<file path="src/rtl/core/erp_pkg.sv">
`default_nettype none

package erp_pkg;

  // Parser phases
  typedef enum logic [3:0] {
    PH_OPC    = 4'd0,
    PH_DONE   = 4'd1,
    PH_SKIP1  = 4'd2,
    PH_OTYPE  = 4'd3,
    PH_DSTR   = 4'd4,
    PH_DINT   = 4'd5,
    PH_CNT5   = 4'd6,
    PH_CNT6   = 4'd7,
    PH_CNT7   = 4'd8,
    PH_KEY5   = 4'd9,
    PH_STR5   = 4'd10,
    PH_DROP5  = 4'd11,
    PH_KEY6   = 4'd12,
    PH_VAL6   = 4'd13,
    PH_SKIP12 = 4'd14,
    PH_SKIP8  = 4'd15
  } erp_phase_e;

  // Opcodes
  localparam logic [7:0] OPC_END     = 8'd0;
  localparam logic [7:0] OPC_SKIP1   = 8'd1;
  localparam logic [7:0] OPC_OTYPE   = 8'd2;
  localparam logic [7:0] OPC_DSTR    = 8'd3;
  localparam logic [7:0] OPC_DINT    = 8'd4;
  localparam logic [7:0] OPC_STRLIST = 8'd5;
  localparam logic [7:0] OPC_INTLIST = 8'd6;
  localparam logic [7:0] OPC_SKIPLST = 8'd7;
  localparam logic [7:0] OPC_SKIP8   = 8'd8;

  localparam logic [7:0] CHAR_S = 8'h73;

  // Result kinds
  localparam logic [3:0] KIND_NONE      = 4'd0;
  localparam logic [3:0] KIND_OTYPE     = 4'd1;
  localparam logic [3:0] KIND_DEF_INT   = 4'd2;
  localparam logic [3:0] KIND_DEF_CHAR  = 4'd3;
  localparam logic [3:0] KIND_DEF_END   = 4'd4;
  localparam logic [3:0] KIND_INT_ENTRY = 4'd5;
  localparam logic [3:0] KIND_STR_KEY   = 4'd6;
  localparam logic [3:0] KIND_STR_CHAR  = 4'd7;
  localparam logic [3:0] KIND_STR_END   = 4'd8;

  localparam int unsigned IDX_W = 12;

  typedef struct packed {
    logic [3:0]       kind;
    logic [31:0]      entry_key;
    logic [31:0]      int_value;
    logic [7:0]       text_char;
    logic [IDX_W-1:0] entry_index;
    logic             record_done;
    logic             truncated;
    logic             table_overflow;
  } erp_result_t;

  // Shift one byte into a multi-byte field
  function automatic logic [31:0] take_byte(input logic [31:0] acc, input logic [7:0] b,
                                            input logic be, input logic [3:0] cnt);
    logic [31:0] r;
    if (be) begin
      r = {acc[23:0], b};
    end else begin
      r = acc | (32'(b) << {cnt[1:0], 3'b000});
    end
    return r;
  endfunction

endpackage

`default_nettype wire

</file>
<file path="src/rtl/core/erp_parse_core.sv">
`default_nettype none

module erp_parse_core
  import erp_pkg::*;
#(
  parameter int unsigned MAX_ENTRIES = 4096
) (
  input  wire logic        clk_i,
  input  wire logic        rst_ni,
  input  wire logic        step_i,
  input  wire logic [7:0]  byte_i,
  input  wire logic        last_i,
  input  wire logic        big_endian_i,
  output erp_result_t      res_o,
  output logic             emit_o
);

  localparam int unsigned TOTAL_W = $clog2(MAX_ENTRIES + 1);
  localparam int unsigned EXT_W   = (TOTAL_W > IDX_W) ? TOTAL_W : IDX_W;

  erp_phase_e         phase_q, phase_d;
  logic [3:0]         cnt_q, cnt_d;
  logic [31:0]        key_q, key_d;
  logic [31:0]        val_q, val_d;
  logic [15:0]        left_q, left_d;
  logic [TOTAL_W-1:0] total_q, total_d;

  logic [3:0]         cnt_inc;
  logic [15:0]        left_dec;
  logic [31:0]        key_take, val_take;
  logic               table_full;
  logic [EXT_W-1:0]   total_ext;
  logic [IDX_W-1:0]   cur_idx;

  assign cnt_inc    = cnt_q + 4'd1;
  assign left_dec   = left_q - 16'd1;
  assign key_take   = take_byte(key_q, byte_i, big_endian_i, cnt_q);
  assign val_take   = take_byte(val_q, byte_i, big_endian_i, cnt_q);
  assign table_full = (total_q == TOTAL_W'(MAX_ENTRIES));
  assign total_ext  = EXT_W'(total_q);
  assign cur_idx    = total_ext[IDX_W-1:0];

  always_comb begin
    phase_d = phase_q;
    cnt_d   = cnt_q;
    key_d   = key_q;
    val_d   = val_q;
    left_d  = left_q;
    total_d = total_q;
    res_o   = '0;
    emit_o  = 1'b0;

    case (phase_q)
      PH_OPC: begin
        cnt_d = '0;
        key_d = '0;
        val_d = '0;
        case (byte_i)
          OPC_END: begin
            res_o.record_done = 1'b1;
            emit_o  = 1'b1;
            phase_d = PH_DONE;
          end
          OPC_SKIP1:   phase_d = PH_SKIP1;
          OPC_OTYPE:   phase_d = PH_OTYPE;
          OPC_DSTR:    phase_d = PH_DSTR;
          OPC_DINT:    phase_d = PH_DINT;
          OPC_STRLIST: phase_d = PH_CNT5;
          OPC_INTLIST: phase_d = PH_CNT6;
          OPC_SKIPLST: phase_d = PH_CNT7;
          OPC_SKIP8:   phase_d = PH_SKIP8;
          default:     phase_d = PH_OPC;
        endcase
      end
      PH_DONE: phase_d = PH_DONE;
      PH_SKIP1: phase_d = PH_OPC;
      PH_OTYPE: begin
        res_o.kind      = KIND_OTYPE;
        res_o.int_value = {31'd0, (byte_i == CHAR_S)};
        emit_o  = 1'b1;
        phase_d = PH_OPC;
      end
      PH_DSTR: begin
        emit_o = 1'b1;
        if (byte_i != 8'd0) begin
          res_o.kind      = KIND_DEF_CHAR;
          res_o.text_char = byte_i;
        end else begin
          res_o.kind = KIND_DEF_END;
          phase_d    = PH_OPC;
        end
      end
      PH_DINT: begin
        val_d = val_take;
        cnt_d = cnt_inc;
        if (cnt_inc == 4'd4) begin
          res_o.kind      = KIND_DEF_INT;
          res_o.int_value = val_take;
          emit_o  = 1'b1;
          phase_d = PH_OPC;
        end
      end
      PH_CNT5, PH_CNT6, PH_CNT7: begin
        val_d = val_take;
        cnt_d = cnt_inc;
        if (cnt_inc == 4'd2) begin
          left_d = val_take[15:0];
          cnt_d  = '0;
          val_d  = '0;
          key_d  = '0;
          if (val_take[15:0] == 16'd0) begin
            phase_d = PH_OPC;
          end else if (phase_q == PH_CNT5) begin
            phase_d = PH_KEY5;
          end else if (phase_q == PH_CNT6) begin
            phase_d = PH_KEY6;
          end else begin
            phase_d = PH_SKIP12;
          end
        end
      end
      PH_KEY5: begin
        key_d = key_take;
        cnt_d = cnt_inc;
        if (cnt_inc == 4'd4) begin
          cnt_d             = '0;
          res_o.entry_key   = key_take;
          res_o.entry_index = cur_idx;
          emit_o            = 1'b1;
          if (table_full) begin
            res_o.table_overflow = 1'b1;
            phase_d = PH_DROP5;
          end else begin
            res_o.kind = KIND_STR_KEY;
            phase_d    = PH_STR5;
          end
        end
      end
      PH_STR5: begin
        res_o.entry_key   = key_q;
        res_o.entry_index = cur_idx;
        emit_o            = 1'b1;
        if (byte_i != 8'd0) begin
          res_o.kind      = KIND_STR_CHAR;
          res_o.text_char = byte_i;
        end else begin
          res_o.kind = KIND_STR_END;
          total_d    = total_q + TOTAL_W'(1);
          left_d     = left_dec;
          cnt_d      = '0;
          key_d      = '0;
          val_d      = '0;
          phase_d    = (left_dec != 16'd0) ? PH_KEY5 : PH_OPC;
        end
      end
      PH_DROP5: begin
        if (byte_i == 8'd0) begin
          left_d  = left_dec;
          cnt_d   = '0;
          key_d   = '0;
          val_d   = '0;
          phase_d = (left_dec != 16'd0) ? PH_KEY5 : PH_OPC;
        end
      end
      PH_KEY6: begin
        key_d = key_take;
        cnt_d = cnt_inc;
        if (cnt_inc == 4'd4) begin
          cnt_d   = '0;
          val_d   = '0;
          phase_d = PH_VAL6;
        end
      end
      PH_VAL6: begin
        val_d = val_take;
        cnt_d = cnt_inc;
        if (cnt_inc == 4'd4) begin
          res_o.entry_key   = key_q;
          res_o.entry_index = cur_idx;
          emit_o            = 1'b1;
          if (table_full) begin
            res_o.table_overflow = 1'b1;
          end else begin
            res_o.kind      = KIND_INT_ENTRY;
            res_o.int_value = val_take;
            total_d         = total_q + TOTAL_W'(1);
          end
          left_d  = left_dec;
          cnt_d   = '0;
          key_d   = '0;
          val_d   = '0;
          phase_d = (left_dec != 16'd0) ? PH_KEY6 : PH_OPC;
        end
      end
      PH_SKIP12: begin
        cnt_d = cnt_inc;
        if (cnt_inc == 4'd12) begin
          left_d  = left_dec;
          cnt_d   = '0;
          key_d   = '0;
          val_d   = '0;
          phase_d = (left_dec != 16'd0) ? PH_SKIP12 : PH_OPC;
        end
      end
      PH_SKIP8: begin
        cnt_d = cnt_inc;
        if (cnt_inc == 4'd8) begin
          phase_d = PH_OPC;
        end
      end
      default: phase_d = PH_OPC;
    endcase

    // End of buffer: flag a record cut short, then start over
    if (last_i) begin
      if (phase_d != PH_DONE) begin
        res_o.truncated = 1'b1;
        emit_o          = 1'b1;
      end
      phase_d = PH_OPC;
      cnt_d   = '0;
      key_d   = '0;
      val_d   = '0;
      left_d  = '0;
      total_d = '0;
    end
  end

  always_ff @(posedge clk_i or negedge rst_ni) begin
    if (!rst_ni) begin
      phase_q <= PH_OPC;
      cnt_q   <= '0;
      key_q   <= '0;
      val_q   <= '0;
      left_q  <= '0;
      total_q <= '0;
    end else if (step_i) begin
      phase_q <= phase_d;
      cnt_q   <= cnt_d;
      key_q   <= key_d;
      val_q   <= val_d;
      left_q  <= left_d;
      total_q <= total_d;
    end
  end

  a_last_restarts: assert property (@(posedge clk_i) disable iff (!rst_ni)
    step_i && last_i |=> phase_q == PH_OPC && total_q == '0 && left_q == 16'd0)
    else $error("state not cleared after last word");

  a_total_bound: assert property (@(posedge clk_i) disable iff (!rst_ni)
    total_q <= TOTAL_W'(MAX_ENTRIES))
    else $error("entry total beyond capacity");

  a_cnt_bound: assert property (@(posedge clk_i) disable iff (!rst_ni)
    cnt_q <= 4'd11)
    else $error("field byte count out of range");

  a_list_has_left: assert property (@(posedge clk_i) disable iff (!rst_ni)
    (phase_q == PH_KEY5 || phase_q == PH_KEY6 || phase_q == PH_SKIP12
     || phase_q == PH_STR5 || phase_q == PH_VAL6 || phase_q == PH_DROP5)
    |-> left_q != 16'd0)
    else $error("list phase with no entries left");

endmodule

`default_nettype wire

</file>
<file path="src/rtl/core/erp_out_reg.sv">
`default_nettype none

module erp_out_reg
  import erp_pkg::*;
(
  input  wire logic         clk_i,
  input  wire logic         rst_ni,
  input  wire logic         in_valid_i,
  input  wire logic         emit_i,
  input  wire erp_result_t  res_i,
  output logic              in_ready_o,
  output logic              out_valid_o,
  input  wire logic         out_ready_i,
  output erp_result_t       res_o
);

  logic        valid_q, valid_d;
  erp_result_t res_q;
  logic        load;

  // Slot frees up at this edge when empty or being taken
  assign in_ready_o = !valid_q || out_ready_i;
  assign load       = in_valid_i && in_ready_o && emit_i;

  always_comb begin
    valid_d = valid_q;
    if (in_ready_o) begin
      valid_d = load;
    end
  end

  always_ff @(posedge clk_i or negedge rst_ni) begin
    if (!rst_ni) begin
      valid_q <= 1'b0;
    end else begin
      valid_q <= valid_d;
    end
  end

  always_ff @(posedge clk_i) begin
    if (load) begin
      res_q <= res_i;
    end
  end

  assign out_valid_o = valid_q;
  assign res_o       = res_q;

endmodule

`default_nettype wire

</file>
<file path="src/rtl/core/enum_record_stream_parser.sv">
`default_nettype none

// Opcode-stream record parser. Record bytes enter on the slave stream, one
// word per byte, with tlast on the final byte of the buffer; each byte is
// decoded in the cycle it is accepted and any result lands in an output
// register in the next cycle. Throughput is one byte per cycle: the parse
// state register closes its loop combinationally, and the output register
// takes a new result in the same cycle the old one is drained. Stalls on the
// master side stall the slave side only while a result is pending. Table
// entries from opcodes 5 and 6 share one index; entries past MAX_ENTRIES are
// dropped and flagged. big_endian may only be written while the stream is idle.
module enum_record_stream_parser
  import erp_pkg::*;
#(
  parameter int unsigned MAX_ENTRIES = 4096
) (
  input  wire logic        clk_i,
  input  wire logic        rst_ni,
  input  wire logic        cfg_we_i,
  input  wire logic        cfg_wdata_i,   // big_endian
  input  wire logic        s_axis_tvalid,
  output logic             s_axis_tready,
  input  wire logic [7:0]  s_axis_tdata,  // [7:0] data_byte
  input  wire logic        s_axis_tlast,  // last_byte
  output logic             m_axis_tvalid,
  input  wire logic        m_axis_tready,
  // [31:0] entry_key, [63:32] int_value, [71:64] text_char,
  // [83:72] entry_index, [87:84] zero
  output logic [87:0]      m_axis_tdata,
  // [3:0] kind, [4] record_done, [5] truncated, [6] table_overflow, [7] zero
  output logic [7:0]       m_axis_tuser
);

  logic        big_endian_q;
  logic        step;
  logic        emit;
  erp_result_t res_core, res_out;

  always_ff @(posedge clk_i or negedge rst_ni) begin
    if (!rst_ni) begin
      big_endian_q <= 1'b1;
    end else if (cfg_we_i) begin
      big_endian_q <= cfg_wdata_i;
    end
  end

  assign step = s_axis_tvalid && s_axis_tready;

  erp_parse_core #(
    .MAX_ENTRIES (MAX_ENTRIES)
  ) u_core (
    .clk_i        (clk_i),
    .rst_ni       (rst_ni),
    .step_i       (step),
    .byte_i       (s_axis_tdata),
    .last_i       (s_axis_tlast),
    .big_endian_i (big_endian_q),
    .res_o        (res_core),
    .emit_o       (emit)
  );

  erp_out_reg u_out (
    .clk_i       (clk_i),
    .rst_ni      (rst_ni),
    .in_valid_i  (s_axis_tvalid),
    .emit_i      (emit),
    .res_i       (res_core),
    .in_ready_o  (s_axis_tready),
    .out_valid_o (m_axis_tvalid),
    .out_ready_i (m_axis_tready),
    .res_o       (res_out)
  );

  assign m_axis_tdata = {4'd0, res_out.entry_index, res_out.text_char,
                         res_out.int_value, res_out.entry_key};
  assign m_axis_tuser = {1'b0, res_out.table_overflow, res_out.truncated,
                         res_out.record_done, res_out.kind};

endmodule

`default_nettype wire
</file>
<file path="config.mk">
export PLATFORM = sky130hd
export DESIGN_NAME = enum_record_stream_parser
export DESIGN_NICKNAME = d
export VERILOG_FILES = /design/src/rtl/core/erp_pkg.sv /design/src/rtl/core/erp_parse_core.sv /design/src/rtl/core/erp_out_reg.sv /design/src/rtl/core/enum_record_stream_parser.sv
export SDC_FILE = /design/constraint.sdc
export NUM_CORES = 1
export LEC_CHECK = 0
export ABC_CLOCK_PERIOD_IN_PS = 13450
export BUFFER_PORTS_ARGS = -buffer_cell sky130_fd_sc_hd__buf_2
export CORE_ASPECT_RATIO = 1.75
export CORE_MARGIN = 4
export CORE_UTILIZATION = 64
export DETAILED_ROUTE_END_ITERATION = 6
export GPL_ROUTABILITY_DRIVEN = 0
export PLACE_DENSITY_LB_ADDON = 0.2
export SLEW_MARGIN = 10
export SYNTH_ARGS = -nofsm -noshare
export SYNTH_HDL_FRONTEND = slang
export SYNTH_SLANG_ARGS = --single-unit
</file>
<file path="constraint.sdc">
create_clock -name clk_i -period 13.45 [get_ports clk_i]
set_input_delay 0.6725 -clock clk_i [delete_from_list [all_inputs] [get_ports clk_i]]
set_output_delay 0.6725 -clock clk_i [all_outputs]
set_load 0.03 [all_outputs]
</file>
# Word-level counts from Yosys, hierarchy flattened
# Cells that the tools add are included.
[totals]
regBits = 194
input_bits = 15
out_inout_bits = 98
[op_classes]
addsub = 3
eq_ne = 37
shifts = 1
muxes = 73
bitwise_logic = 2
reduce_logical = 30
[op_table]
columns = ["op", "n"]
rows = [
  ["2-to-1 mux 32 bit", 13],
  ["case mux 32 bit (8 select lines)", 1],
  ["case mux 32 bit (7 select lines)", 1],
  ["case mux 32 bit (3 select lines)", 2],
  ["2-to-1 mux 16 bit", 6],
  ["2-to-1 mux 4 bit", 23],
  ["case mux 16 bit (5 select lines)", 1],
  ["2-to-1 mux 68 bit", 1],
  ["OR 32 bit", 2],
  ["2-to-1 mux 13 bit", 4],
  ["case mux 4 bit (13 select lines)", 1],
  ["equality test 4 bit (second input constant)", 10],
  ["2-to-1 mux 36 bit", 1],
  ["case mux 4 bit (9 select lines)", 1],
  ["equality test 8 x 3 -> 1 bit (second input constant)", 4],
  ["left shift 8 x 5 -> 32 bit", 1],
  ["case mux 4 bit (7 select lines)", 1],
  ["case mux 13 bit (2 select lines)", 1],
  ["case mux 12 bit (2 select lines)", 1],
  ["case mux 4 bit (6 select lines)", 1],
  ["nonzero test 8 bit", 3],
  ["equality test 4 x 3 -> 1 bit (second input constant)", 5],
  ["equality test 8 x 2 -> 1 bit (second input constant)", 2],
  ["logical NOT 16 bit", 1],
  ["33 further kinds", 59],
]

# Depth between registers and ports, before layout
# Gate-level depths: netlist of run 1.
[logic_depth]
word_depth = 11
mapped_depth = 13

# Cells and area by module
# A second synthesis of run 1 with hierarchy kept.
[unflattened]
hier_cells = 1068
area_unflattened_um2 = 10198.5
[modules_own_cells]
columns = ["module", "instances", "cells_each", "area_each_um2"]
rows = [
  ["erp_parse_core", 1, 963, 7317.0],
  ["erp_out_reg", 1, 96, 2792.7],
  ["enum_record_stream_parser", 1, 9, 88.8],
]

# Least setup slack after synthesis of run 1
# OpenSTA, ideal clock, no wires.
[synth_path]
path_type = "flip-flop to flip-flop"
from = "register u_core.left_q[0]"
to = "register u_out.res_q (netlist bit u_out.res_o[0]) (enable)"
setup_ps = 570
t_arrival_ps = 7052
required_ps = 12880
slack_ps = 5828
path_stages_with_launch = 14
n_path_buf = 2
path_cell_list = "dfrtp_1 > inv_1 > ha_1 > buf_4 > or3b_1 > buf_2 > o31a_1 > or4_4 > nor2_1 > nand4_1 > o21a_1 > o211ai_2 > o21ai_2 > a21oi_1"
[synth_via]
elab_chain_len = 9
[synth_lines]
columns = ["item", "line", "text"]
rows = [
  ["from (decl)", "erp_parse_core.sv:25", "logic [15:0] left_q, left_d;"],
  ["from (signal assigned)", "erp_parse_core.sv:242", "left_q <= left_d;"],
  ["subtractor 16 x 1 -> 16 bit *", "erp_parse_core.sv:36", "assign left_dec = left_q - 16'd1;"],
  ["nonzero test 16 bit *", "--", ""],
  ["2-to-1 mux 4 bit (on tied branches) (2 in a row)", "--", ""],
  ["case mux 4 bit (13 select lines) *", "erp_parse_core.sv:53", "case (phase_q)"],
  ["inequality test 4 x 1 -> 1 bit *", "erp_parse_core.sv:216", "if (phase_d != PH_DONE) begin"],
  ["2-to-1 mux 1 bit *", "erp_parse_core.sv:216", ""],
  ["2-to-1 mux 1 bit *", "erp_parse_core.sv:215", "if (last_i) begin"],
  ["logical AND 1 bit *", "erp_out_reg.sv:23", "assign load = in_valid_i && in_ready_o && emit_i;"],
  ["via u_out.load", "erp_out_reg.sv:19", "logic load;"],
  ["to (signal assigned)", "erp_out_reg.sv:42", "res_q <= res_i;"],
  ["to (decl)", "erp_out_reg.sv:18", "erp_result_t res_q;"],
]
# Mark *: on every way through the listed nets, which the timed path passes. The rest lies on a longest branch.
# A chain may end at the register's enable or synchronous reset.

# Worst setup path in the final report of run 1
[layout_path]
from = "register big_endian_q"
to = "register u_out.res_q (netlist bit u_out.res_o[20]) (enable)"
[layout_via]
elab_chain_len = 9
[layout_lines]
columns = ["item", "line", "text"]
rows = [
  ["from (decl)", "enum_record_stream_parser.sv:34", "logic big_endian_q;"],
  ["from (signal assigned)", "enum_record_stream_parser.sv:43", "big_endian_q <= cfg_wdata_i;"],
  ["2-to-1 mux 32 bit", "erp_pkg.sv:66", "if (be) begin"],
  ["logical NOT 16 bit", "erp_parse_core.sv:111", "if (val_take[15:0] == 16'd0) begin"],
  ["2-to-1 mux 4 bit", "erp_parse_core.sv:111", ""],
  ["2-to-1 mux 4 bit", "erp_parse_core.sv:106", "if (cnt_inc == 4'd2) begin"],
  ["case mux 4 bit (13 select lines)", "erp_parse_core.sv:53", ""],
  ["inequality test 4 x 1 -> 1 bit", "erp_parse_core.sv:216", ""],
  ["2-to-1 mux 1 bit", "erp_parse_core.sv:216", ""],
  ["2-to-1 mux 1 bit", "erp_parse_core.sv:215", ""],
  ["logical AND 1 bit", "erp_out_reg.sv:23", ""],
  ["via u_out.load", "erp_out_reg.sv:19", ""],
]
# The timed path passes the listed nets, and every way through them passes these cells.

==> flow_metrics.py, run 1 <==
metrics = {
    "sta": {
        "relSlewSlack": 0.173,
        "drv_slew": 0,
        "finClkSkew_ps": 14.8,
        "setup_violations": 0,
        "worst_hold_slack_ps": 148,
        "period_share": 0.484,
        "worst_pin_slew_ps": 1240,
        "finalHoldViolCount": 0,
        "rsz0062_at_grt": "no",
        "max_freq_mhz": 154,
        "period_minus_slack_ps": 6510,
        "setup_tns_ps": 0,
    },
    "critical_path": {
        "crit_path_frequent_cell": "buf_4",
        "crit_family": "compound AO/OA/AOI/OAI gates",
        "crit_arrival_ps": 6560,
        "path_cells": "buf_4 -> clkinv_1 -> a22oi_1 -> o211ai_1 -> nor4_2 -> a2111oi_0 -> o32a_1 -> o211ai_2 -> o21ai_2 -> a21oi_4 -> buf_4",
        "worstSetupStartpointType": "register",
        "worst-path-max-fanout": 80,
        "crit_required_ps": 13510,
        "criticalPathCategory": "reg2reg",
        "reg2reg_slack_ps": 6940,
        "ff2ff_path_depth": 11,
        "crit_buf_inv": 3,
        "endpoint_kind": "register",
        "r2r-end": "u_out.res_o[20]",
        "crit-reg2reg-launch": "big_endian_q",
        "critPathSlowestCell": "clkinv_1",
        "cpPeakStageDelay_ps": 1080,
    },
    "clocking": {
        "cts.clk_slew.worst_paths_ps": 70,
        "ctsHoldBuffers": 0,
        "htree_levels": 4,
        "insertion_delay_ps": 430,
        "cts_tree": "done",
        "cts.sinks": 194,
        "cts_buffer_depth": 2,
        "cts_setup_buffers": 0,
        "root_buffer": "clkbuf_16",
        "cts_buffers": 17,
        "cts_resized": 0,
    },
    "final_layout": {
        "final_common_cell": "nand2_1",
        "final_core_util": 0.725,
        "layout-drive-gt1-share": 0.155,
        "fillCellCount": 1173,
        "final_nets": 1144,
        "antenna_cells": 0,
        "layout_common_cells": "137 x nand2_1, 123 x nor2_1, 122 x o21ai_0, 106 x buf_2, 102 x dfrtp_1",
        "areaGrowthSynthToFinish_pct": 10.9,
    },
    "pwr": {
        "power_uw": 1720,
        "ir_drop_mv": 0.103,
        "p_switching_uw": 635,
        "power_frac_clock": 0.279,
        "power.density_nw_per_um2": 154,
        "power.internal_uw": 1090,
        "sw_frac_of_total": 0.368,
        "seqPwrFrac": 0.446,
        "p_leak_uw": 0.00454,
        "p_comb_frac": 0.275,
    },
    "die": {
        "start_util": 0.654,
        "dieArea_um2": 18000,
        "core_area_um2": 15500,
        "pin_count": 113,
        "die_w_um": 103,
        "die_h_um": 174,
        "placementRows": 60,
    },
    "global_routing": {
        "use_met2": 0.515,
        "globalRouteOverflowTotal": 0,
        "grt_util_met1": 0.373,
        "track_usage": 0.307,
        "grt_pass1_vias": 8506,
        "use_met3": 0.0414,
        "grt_max_degree": 81,
        "antenna_found_initial": 0,
        "grt_pass1_wl_um": 43400,
        "grt-busiest-layer": "met2",
    },
    "yosys": {
        "ys_seq_elements": 194,
        "seq_area_frac_synth": 0.525,
        "synth_ff_type": "dfrtp_1",
        "yosys_warnings": 0,
        "synthArstFlopShare": 0.531,
        "synthesis.area_um2": 10100,
        "syn_avg_cell_area_um2": 9.48,
        "synthCells": 1066,
        "synthDistinctLibCells": 75,
        "synth_edf_count": 91,
    },
    "placement": {
        "dp_hpwl_um": 18000,
        "io_buffers": 107,
    },
    "worst_hold_path": {
        "hp-class": "in2async",
    },
    "routing": {
        "drc_errors": 0,
        "dr.pass1.iters": 6,
        "viasPerCell": 6.63,
        "postRouteAntennaNets": 0,
        "via_count": 8753,
        "drt-total-wl_um": 27100,
        "wl_per_cell_um": 20.5,
        "first_iter_violations": 900,
    },
    "job": {
        "maxCapViolCount": 0,
    },
    "run_status": {
        "status": "completed",
    },
}
-- power by group through the flow --
stage / clock network [µW] / registers, µW / logic, µW
2_1_floorplan: 0 / 850 / 276
3_3_place_gp: 0 / 777 / 461
3_5_place_dp: 0 / 778 / 468
4_1_cts: 485 / 767 / 470
5_1_grt: 508 / 778 / 515
6_report: 481 / 769 / 474
-- layout make-up --
type                            count  area (µm²)  area share
Clock buffer                       18         429      0.0383
Clock inverter                     13         121      0.0108
Inverter                           16        60.1     0.00536
Multi-Input combinational cell    777        4430       0.396
Sequential cell                   194        5310       0.474
Tap cell                          186         233      0.0208
Timing Repair Buffer              117         621      0.0554
-- logic make-up after synthesis --
family	count (synthesis)	share of synthesized area
buf+inv	99	0.0395
compound gates	357	0.226
fa+ha+maj	6	0.00742
simple gates	386	0.180
xor+xnor	15	0.0130
mux	8	0.00854
flops	194	0.525
other cells	1	0.000371
-- per-stage QoR --
| step | worst slack, ps | instances | area, µm² |
|---|---|---|---|
| 3_3_place_gp | 7320 | 1289 | 10600 |
| 3_5_place_dp | 7110 | 1289 | 10600 |
| 4_1_cts | 7070 | 1320 | 11200 |
| 6_report | 6940 | 1321 | 11200 |
| 5_1_grt | 6610 | 1321 | 11200 |
| 2_1_floorplan | 5830 | 1070 | 10100 |
-- synth_stat cells, drive strengths merged (14+ instances only) --
master	instances	area (µm²)
dfrtp	102	2550
o21ai	138	694
o31ai	21	171
nor2	123	462
nand2	137	514
nor3	23	136
a22o	26	228
clkbuf	65	244
buf	18	95.1
inv	14	52.6
edfxtp	91	2730
a311o	15	150
and2	23	144
a21oi	70	354
-- worst register-to-register path, cell delays in order (launching register included) --
cell,delay [ps]
dfstp_2,520
buf_4,590
clkinv_1,1110
a22oi_1,690
o211ai_1,210
nor4_2,570
a2111oi_0,200
o32a_1,340
o211ai_2,220
o21ai_2,100
a21oi_4,740
buf_4,780
-- worst max-delay path by stage --
stage | end | cells after the start | slack (ps) | start
after floorplan | u_out.res_o[0] | 13 | 5830 | u_core.left_q[0]
after global placement | u_out.res_o[11] | 11 | 7320 | big_endian_q
after detailed placement | u_out.res_o[13] | 11 | 7110 | big_endian_q
after CTS | u_out.res_o[16] | 11 | 7070 | big_endian_q
after global routing | u_out.res_o[55] | 11 | 6610 | big_endian_q
final | u_out.res_o[20] | 11 | 6940 | big_endian_q
-- metal layers --
metal  share of wire  vias to the layer above  wire length (µm)
met4           0.056                        0              1510
met5               0                        -                 0
li1                -                     3980                 -
met1            0.36                     4171              9620
met3           0.070                      125              1910
met2            0.52                      477             14000
-- state kept, by name, indices dropped and copies added, names as in the netlist --
| name | flops |
|---|---|
| u_out.out_valid_o | 1 |
| u_core.left_q | 16 |
| u_core.total_ext | 13 |
| big_endian_q | 1 |
| u_out.res_o | 91 |
| u_core.key_q | 32 |
| u_core.cnt_q | 4 |
| u_core.phase_q | 4 |
| u_core.val_q | 32 |
Note: power is estimated with default switching activity, not from simulation.
==> run 2, diff against run 1 <==
--- a/config.mk
+++ b/config.mk
@@ -5,11 +5,12 @@
 export SDC_FILE = /design/constraint.sdc
 export NUM_CORES = 1
 export LEC_CHECK = 0
-export ABC_CLOCK_PERIOD_IN_PS = 13450
+export ABC_AREA = 1
+export ABC_CLOCK_PERIOD_IN_PS = 5800
 export BUFFER_PORTS_ARGS = -buffer_cell sky130_fd_sc_hd__buf_2
 export CORE_ASPECT_RATIO = 1.75
 export CORE_MARGIN = 4
-export CORE_UTILIZATION = 64
+export CORE_UTILIZATION = 54
 export DETAILED_ROUTE_END_ITERATION = 6
 export GPL_ROUTABILITY_DRIVEN = 0
 export PLACE_DENSITY_LB_ADDON = 0.2
==> constraint.sdc (replaced) <==
create_clock -name clk_i -period 5.8 [get_ports clk_i]
set_input_delay 0.29 -clock clk_i [delete_from_list [all_inputs] [get_ports clk_i]]
set_output_delay 0.29 -clock clk_i [all_outputs]
set_load 0.03 [all_outputs]
==> flow_metrics.py, run 2 <==
metrics = {
    "global_routing": {
        "track_usage": 0.271,
        "grt_pass1_wl_um": 45800,
        "grt_max_degree": 85,
        "globalRouteOverflowTotal": 0,
        "grt_pass1_vias": 8915,
        "antenna_found_initial": 0,
    },
    "die": {
        "die_w_um": 112,
        "core_area_um2": 18700,
        "placementRows": 66,
        "die_h_um": 190,
        "dieArea_um2": 21400,
        "pin_count": 113,
        "start_util": 0.551,
    },
    "routing": {
        "drt-total-wl_um": 28800,
        "postRouteAntennaNets": 0,
        "via_count": 9237,
        "drc_errors": 20,
        "wl_per_cell_um": 18.1,
        "first_iter_violations": 811,
        "viasPerCell": 5.79,
        "dr.pass1.iters": 7,
    },
    "sta": {
        "drv_slew": 0,
        "finClkSkew_ps": 11.3,
        "period_share": 0.620,
        "max_freq_mhz": 278,
        "worst_hold_slack_ps": 16.2,
        "relSlewSlack": 0.144,
        "worst_pin_slew_ps": 1280,
        "period_minus_slack_ps": 3590,
        "setup_violations": 0,
        "rsz0062_at_grt": "no",
        "setup_tns_ps": 0,
        "finalHoldViolCount": 0,
    },
    "final_layout": {
        "fin_area_um2": 11500,
        "final_common_cell": "nand2_1",
        "areaGrowthSynthToFinish_pct": 12.0,
        "ff_latch_area_um2": 5310,
        "multi_input_area_um2": 4080,
        "final_nets": 1365,
        "layout_common_cells": "213 x nand2_1, 182 x nor2_1, 156 x inv_1, 110 x nand3_1, 106 x buf_2",
        "largest_reg_flops": 91,
        "antenna_cells": 0,
        "layout-drive-gt1-share": 0.128,
        "fillCellCount": 1713,
    },
    "critical_path": {
        "endpoint_kind": "register",
        "crit-reg2reg-launch": "u_core.cnt_q[1]",
        "crit_required_ps": 6160,
        "crit_arrival_ps": 3960,
        "reg2reg_slack_ps": 2210,
        "criticalPathCategory": "reg2reg",
        "worstSetupStartpointType": "register",
        "ff2ff_path_depth": 11,
        "crit_start": "u_core.cnt_q[1]",
        "r2r-end": "u_core.key_q[11]",
        "worst-path-max-fanout": 45,
    },
    "yosys": {
        "synthesis.area_um2": 10300,
        "synth_top_area_share": 0.266,
        "synth_ff_type": "dfrtp_1",
        "syn_avg_cell_area_um2": 8.12,
        "synthTopCellsByCount": "213 x nand2_1, 182 x nor2_1, 157 x inv_1, 110 x nand3_1, 102 x dfrtp_1",
        "synth.largest_area_cell": "edfxtp_1",
        "seq_area_frac_synth": 0.517,
        "ys_seq_elements": 194,
        "synthCells": 1265,
        "yosys_warnings": 0,
        "synth_edf_count": 91,
        "synthDistinctLibCells": 45,
        "yosysMostFrequentCell": "nand2_1",
        "synth.area.top_cells": "edfxtp_1 27%, dfrtp_1 25%, nand2_1 7.8%, nor2_1 6.6%, inv_1 5.7%",
        "synthArstFlopShare": 0.531,
    },
    "pwr": {
        "sw_frac_of_total": 0.362,
        "power_frac_clock": 0.293,
        "p_comb_frac": 0.284,
        "seqPwrFrac": 0.424,
        "ir_drop_mv": 0.170,
        "power.density_nw_per_um2": 339,
        "power.internal_uw": 2490,
        "power_uw": 3910,
        "p_leak_uw": 0.00498,
        "p_switching_uw": 1420,
    },
    "run_status": {
        "status": "finished with violations",
        "violations": "design-rule violations",
    },
    "worst_hold_path": {
        "hp-class": "in2reg",
        "hold_end": "big_endian_q",
        "holdPathStages": 2,
        "min_from": "cfg_we_i",
    },
    "job": {
        "maxCapViolCount": 0,
    },
    "placement": {
        "io_buffers": 107,
        "dp_hpwl_um": 20300,
        "dpl_cell_area_um2": 10900,
    },
    "clocking": {
        "cts_tree": "done",
        "cts_resized": 0,
        "cts_buffer_depth": 2,
        "cts.sinks": 194,
        "cts_buffers": 17,
        "insertion_delay_ps": 440,
        "root_buffer": "clkbuf_16",
        "htree_levels": 4,
        "cts.clk_slew.worst_paths_ps": 70,
    },
}
## run 2: cell types whose count changed after synthesis, moves of 26 or more
cell / change
o21ai_1: +45
nor2_1: +59
nand2_1: +76
a21oi_1: -49
inv_1: +143
clkbuf_1: -32
nand3_1: +101
a22o_1: -26
## run 2: metal layers
metal | track usage | wire (µm) | vias up
li1 | - | - | 4380
met1 | 0.302 | 10600 | 4286
met2 | 0.472 | 14500 | 434
met3 | 0.0410 | 1610 | 137
met4 | 0.186 | 2090 | 0
met5 | 0 | 0 | -
## run 2: critical path, stage by stage (launching register included)
cell and delay [ps]:
dfrtp_1 590, ha_1 330, xnor2_1 170, nand2_1 120, o21ai_2 280, o21ai_0 180
nand2_1 90, nand2_1 130, a41oi_4 1010, buf_4 390, nand3_1 90, o21ai_1 110
## run 2: layout make-up
class	count	share of cell area
Sequential cell	194	0.461
Clock buffer	20	0.0398
Clock inverter	12	0.00957
Multi-Input combinational cell	845	0.354
Inverter	168	0.0548
Tap cell	238	0.0259
Timing Repair Buffer	118	0.0541
## run 2: cell families after synthesis
logic type / count (synthesis) / synth area share
adders and majority gates: 6 / 0.00731
xor gates and xnor gates: 10 / 0.00852
buffers and inverters: 230 / 0.0897
and+or+nand+nor: 581 / 0.243
AOI/OAI and AO/OA: 243 / 0.134
DFF: 194 / 0.517
other: 1 / 0.000365
## run 2: how the worst max path moves through the flow
stage	endpoint
5_1_grt	u_core.key_q[14]
3_5_place_dp	u_core.key_q[14]
3_3_place_gp	u_core.key_q[11]
2_1_floorplan	u_out.res_o[0]
6_report	u_core.key_q[11]
4_1_cts	u_core.key_q[11]
## run 2: stage by stage
| stage | instances | worst slack [ps] | util |
|---|---|---|---|
| floorplan | 1269 | 1590 | - |
| global placement | 1562 | 2440 | 0.586 |
| detailed placement | 1562 | 2370 | 0.586 |
| CTS | 1595 | 2350 | 0.617 |
| global route | 1595 | 1960 | 0.617 |
| finish | 1595 | 2210 | 0.617 |
## run 2: timing repair
action / CTS / global route
hold endpoints to repair: 26 / 0
hold buffers: 1 / 0
buffers inserted: 0 / 0
## run 2: power groups by stage
stage / registers, µW / logic (µW) / clock network (µW)
detailed placement: 1680 / 1090 / 0
global placement: 1680 / 1080 / 0
CTS: 1650 / 1100 / 1160
global route: 1670 / 1230 / 1210
floorplan: 1800 / 693 / 0
finish: 1650 / 1110 / 1140
==> run 3, diff against run 2 <==
--- a/config.mk
+++ b/config.mk
@@ -6,11 +6,11 @@
 export NUM_CORES = 1
 export LEC_CHECK = 0
 export ABC_AREA = 1
-export ABC_CLOCK_PERIOD_IN_PS = 5800
+export ABC_CLOCK_PERIOD_IN_PS = 3590
 export BUFFER_PORTS_ARGS = -buffer_cell sky130_fd_sc_hd__buf_2
 export CORE_ASPECT_RATIO = 1.75
 export CORE_MARGIN = 4
-export CORE_UTILIZATION = 54
+export CORE_UTILIZATION = 59
 export DETAILED_ROUTE_END_ITERATION = 6
 export GPL_ROUTABILITY_DRIVEN = 0
 export PLACE_DENSITY_LB_ADDON = 0.2
==> constraint.sdc (replaced) <==
create_clock -name clk_i -period 3.59 [get_ports clk_i]
set_input_delay 0.1795 -clock clk_i [delete_from_list [all_inputs] [get_ports clk_i]]
set_output_delay 0.1795 -clock clk_i [all_outputs]
set_load 0.03 [all_outputs]
==> flow_metrics.py, run 3 (synthesis results as in run 2) <==
metrics = {
    "run_status": {
        "status": "completed",
    },
    "sta": {
        "rsz0062_at_grt": "no",
        "period_minus_slack_ps": 2990,
        "finClkSkew_ps": 14.8,
        "finalHoldViolCount": 0,
        "setup_violations": 0,
        "setup_slack_ps": 600,
        "period_share": 0.833,
        "max_freq_mhz": 334,
        "relSlewSlack": 0.232,
        "setup_tns_ps": 0,
        "worst_pin_slew_ps": 1150,
        "drv_slew": 0,
    },
    "placement": {
        "io_buffers": 107,
        "place_ws_ps": 653,
        "dpl_cell_area_um2": 11000,
        "dp_hpwl_um": 20300,
    },
    "pwr": {
        "ir_drop_mv": 0.297,
        "p_leak_uw": 0.00506,
        "power.density_nw_per_um2": 551,
    },
    "die": {
        "dieArea_um2": 19700,
        "die_h_um": 183,
        "placementRows": 63,
        "core_area_um2": 17000,
        "start_util": 0.603,
        "pin_count": 113,
        "die_w_um": 108,
    },
    "global_routing": {
        "grt_pass1_wl_um": 46200,
        "grt_pass1_vias": 9154,
        "globalRouteOverflowTotal": 0,
        "antenna_found_initial": 0,
        "grt_max_degree": 68,
        "track_usage": 0.301,
    },
    "routing": {
        "wl_per_cell_um": 18.0,
        "postRouteAntennaNets": 0,
        "via_count": 9334,
        "drt-total-wl_um": 28600,
        "viasPerCell": 5.85,
        "first_iter_violations": 828,
        "dr.pass1.iters": 6,
        "drc_errors": 0,
    },
    "final_layout": {
        "fin_area_um2": 11600,
        "final_nets": 1376,
        "areaGrowthSynthToFinish_pct": 13.1,
        "fillCellCount": 1451,
        "final_common_cell": "nand2_1",
        "antenna_cells": 0,
        "layout_common_cells": "213 x nand2_1, 182 x nor2_1, 156 x inv_1, 110 x nand3_1, 106 x buf_2",
        "largest_reg_flops": 91,
        "layout-drive-gt1-share": 0.135,
    },
    "critical_path": {
        "worst-path-max-fanout": 53,
        "endpoint_kind": "register",
        "criticalPathCategory": "reg2reg",
        "crit_arrival_ps": 3190,
        "worstSetupStartpointType": "register",
        "crit_required_ps": 3790,
    },
    "clocking": {
        "cts_buffers": 17,
        "htree_levels": 4,
        "insertion_delay_ps": 440,
        "root_buffer": "clkbuf_16",
        "cts_resized": 0,
        "cts_tree": "done",
        "cts.clk_slew.worst_paths_ps": 70,
        "cts.sinks": 194,
        "cts_buffer_depth": 2,
    },
    "job": {
        "maxCapViolCount": 0,
    },
    "worst_hold_path": {
        "hp-class": "in2reg",
    },
}
## run 3: changes by cell type in the layout (fill, tap and decap cells not counted), sizes merged
cell         previous run  this run
buf                   117       126
bufinv                  1         2
clkbuf                 20        18
clkinv                  8         5
clkinvlp                3         1
dlygate4sd3             1         3
inv                   168       174
## run 3: layout make-up
type | instances | area, µm² | share of cell area
Tap cell | 227 | 284 | 0.0244
Inverter | 168 | 631 | 0.0543
Clock buffer | 18 | 429 | 0.0369
Sequential cell | 194 | 5310 | 0.457
Timing Repair Buffer | 129 | 723 | 0.0622
Clock inverter | 14 | 169 | 0.0145
Multi-Input combinational cell | 845 | 4070 | 0.350
## run 3: where the power goes
group / internal (µW) / total (µW) / switching, µW
Combinational: 483 / 1800 / 1320
Sequential: 2550 / 2670 / 116
Clock: 1050 / 1930 / 876
Total: 4090 / 6400 / 2310
## run 3: metrics by stage
step	hold slack (ps)	utilization	total power [µW]	cells
2_1_floorplan	-116	-	4020	1269
3_3_place_gp	347	0.646	4450	1560
3_5_place_dp	347	0.646	4480	1560
4_1_cts	22.2	0.682	6390	1595
5_1_grt	35.8	0.682	6740	1595
6_report	22.2	0.682	6400	1595
## run 3: timing repair
action	4_1_cts	5_1_grt
endpoints found under the hold margin	66	0
setup buffers	0	0
hold buffers	3	0
## run 3: path summary, 6_finish.rpt
path                                       end  slack [ps]  cells after the start             start
setup reg to reg                u_out.res_o[1]         600                     13      big_endian_q
hold / removal               u_out.out_valid_o          20                      4     m_axis_tready
min in group asynchronous  u_core.total_ext[5]         390                      2            rst_ni
hold reg to reg               u_core.key_q[28]         540                      2  u_core.key_q[28]
max in group asynchronous         big_endian_q        2290                      3            rst_ni
setup / recovery                u_out.res_o[1]         600                     13      big_endian_q
## run 3: critical path, cell delays in order (launching register included)
cell and delay (ps):
dfstp_2 580, inv_2 310, o21ai_0 860, nand2_1 100
nor2_1 140, nand2_1 60, nor2_1 110, nor2_1 70
nor2_1 90, nand2_1 60, o21ai_1 170, nand3_1 90
nand2_1 60, inv_1 40
## run 3: layer usage
layer / part of all wire / global-route usage
met1: 0.36 / 0.344
met2: 0.51 / 0.512
met3: 0.055 / 0.0446
met4: 0.072 / 0.201
met5: 0 / 0
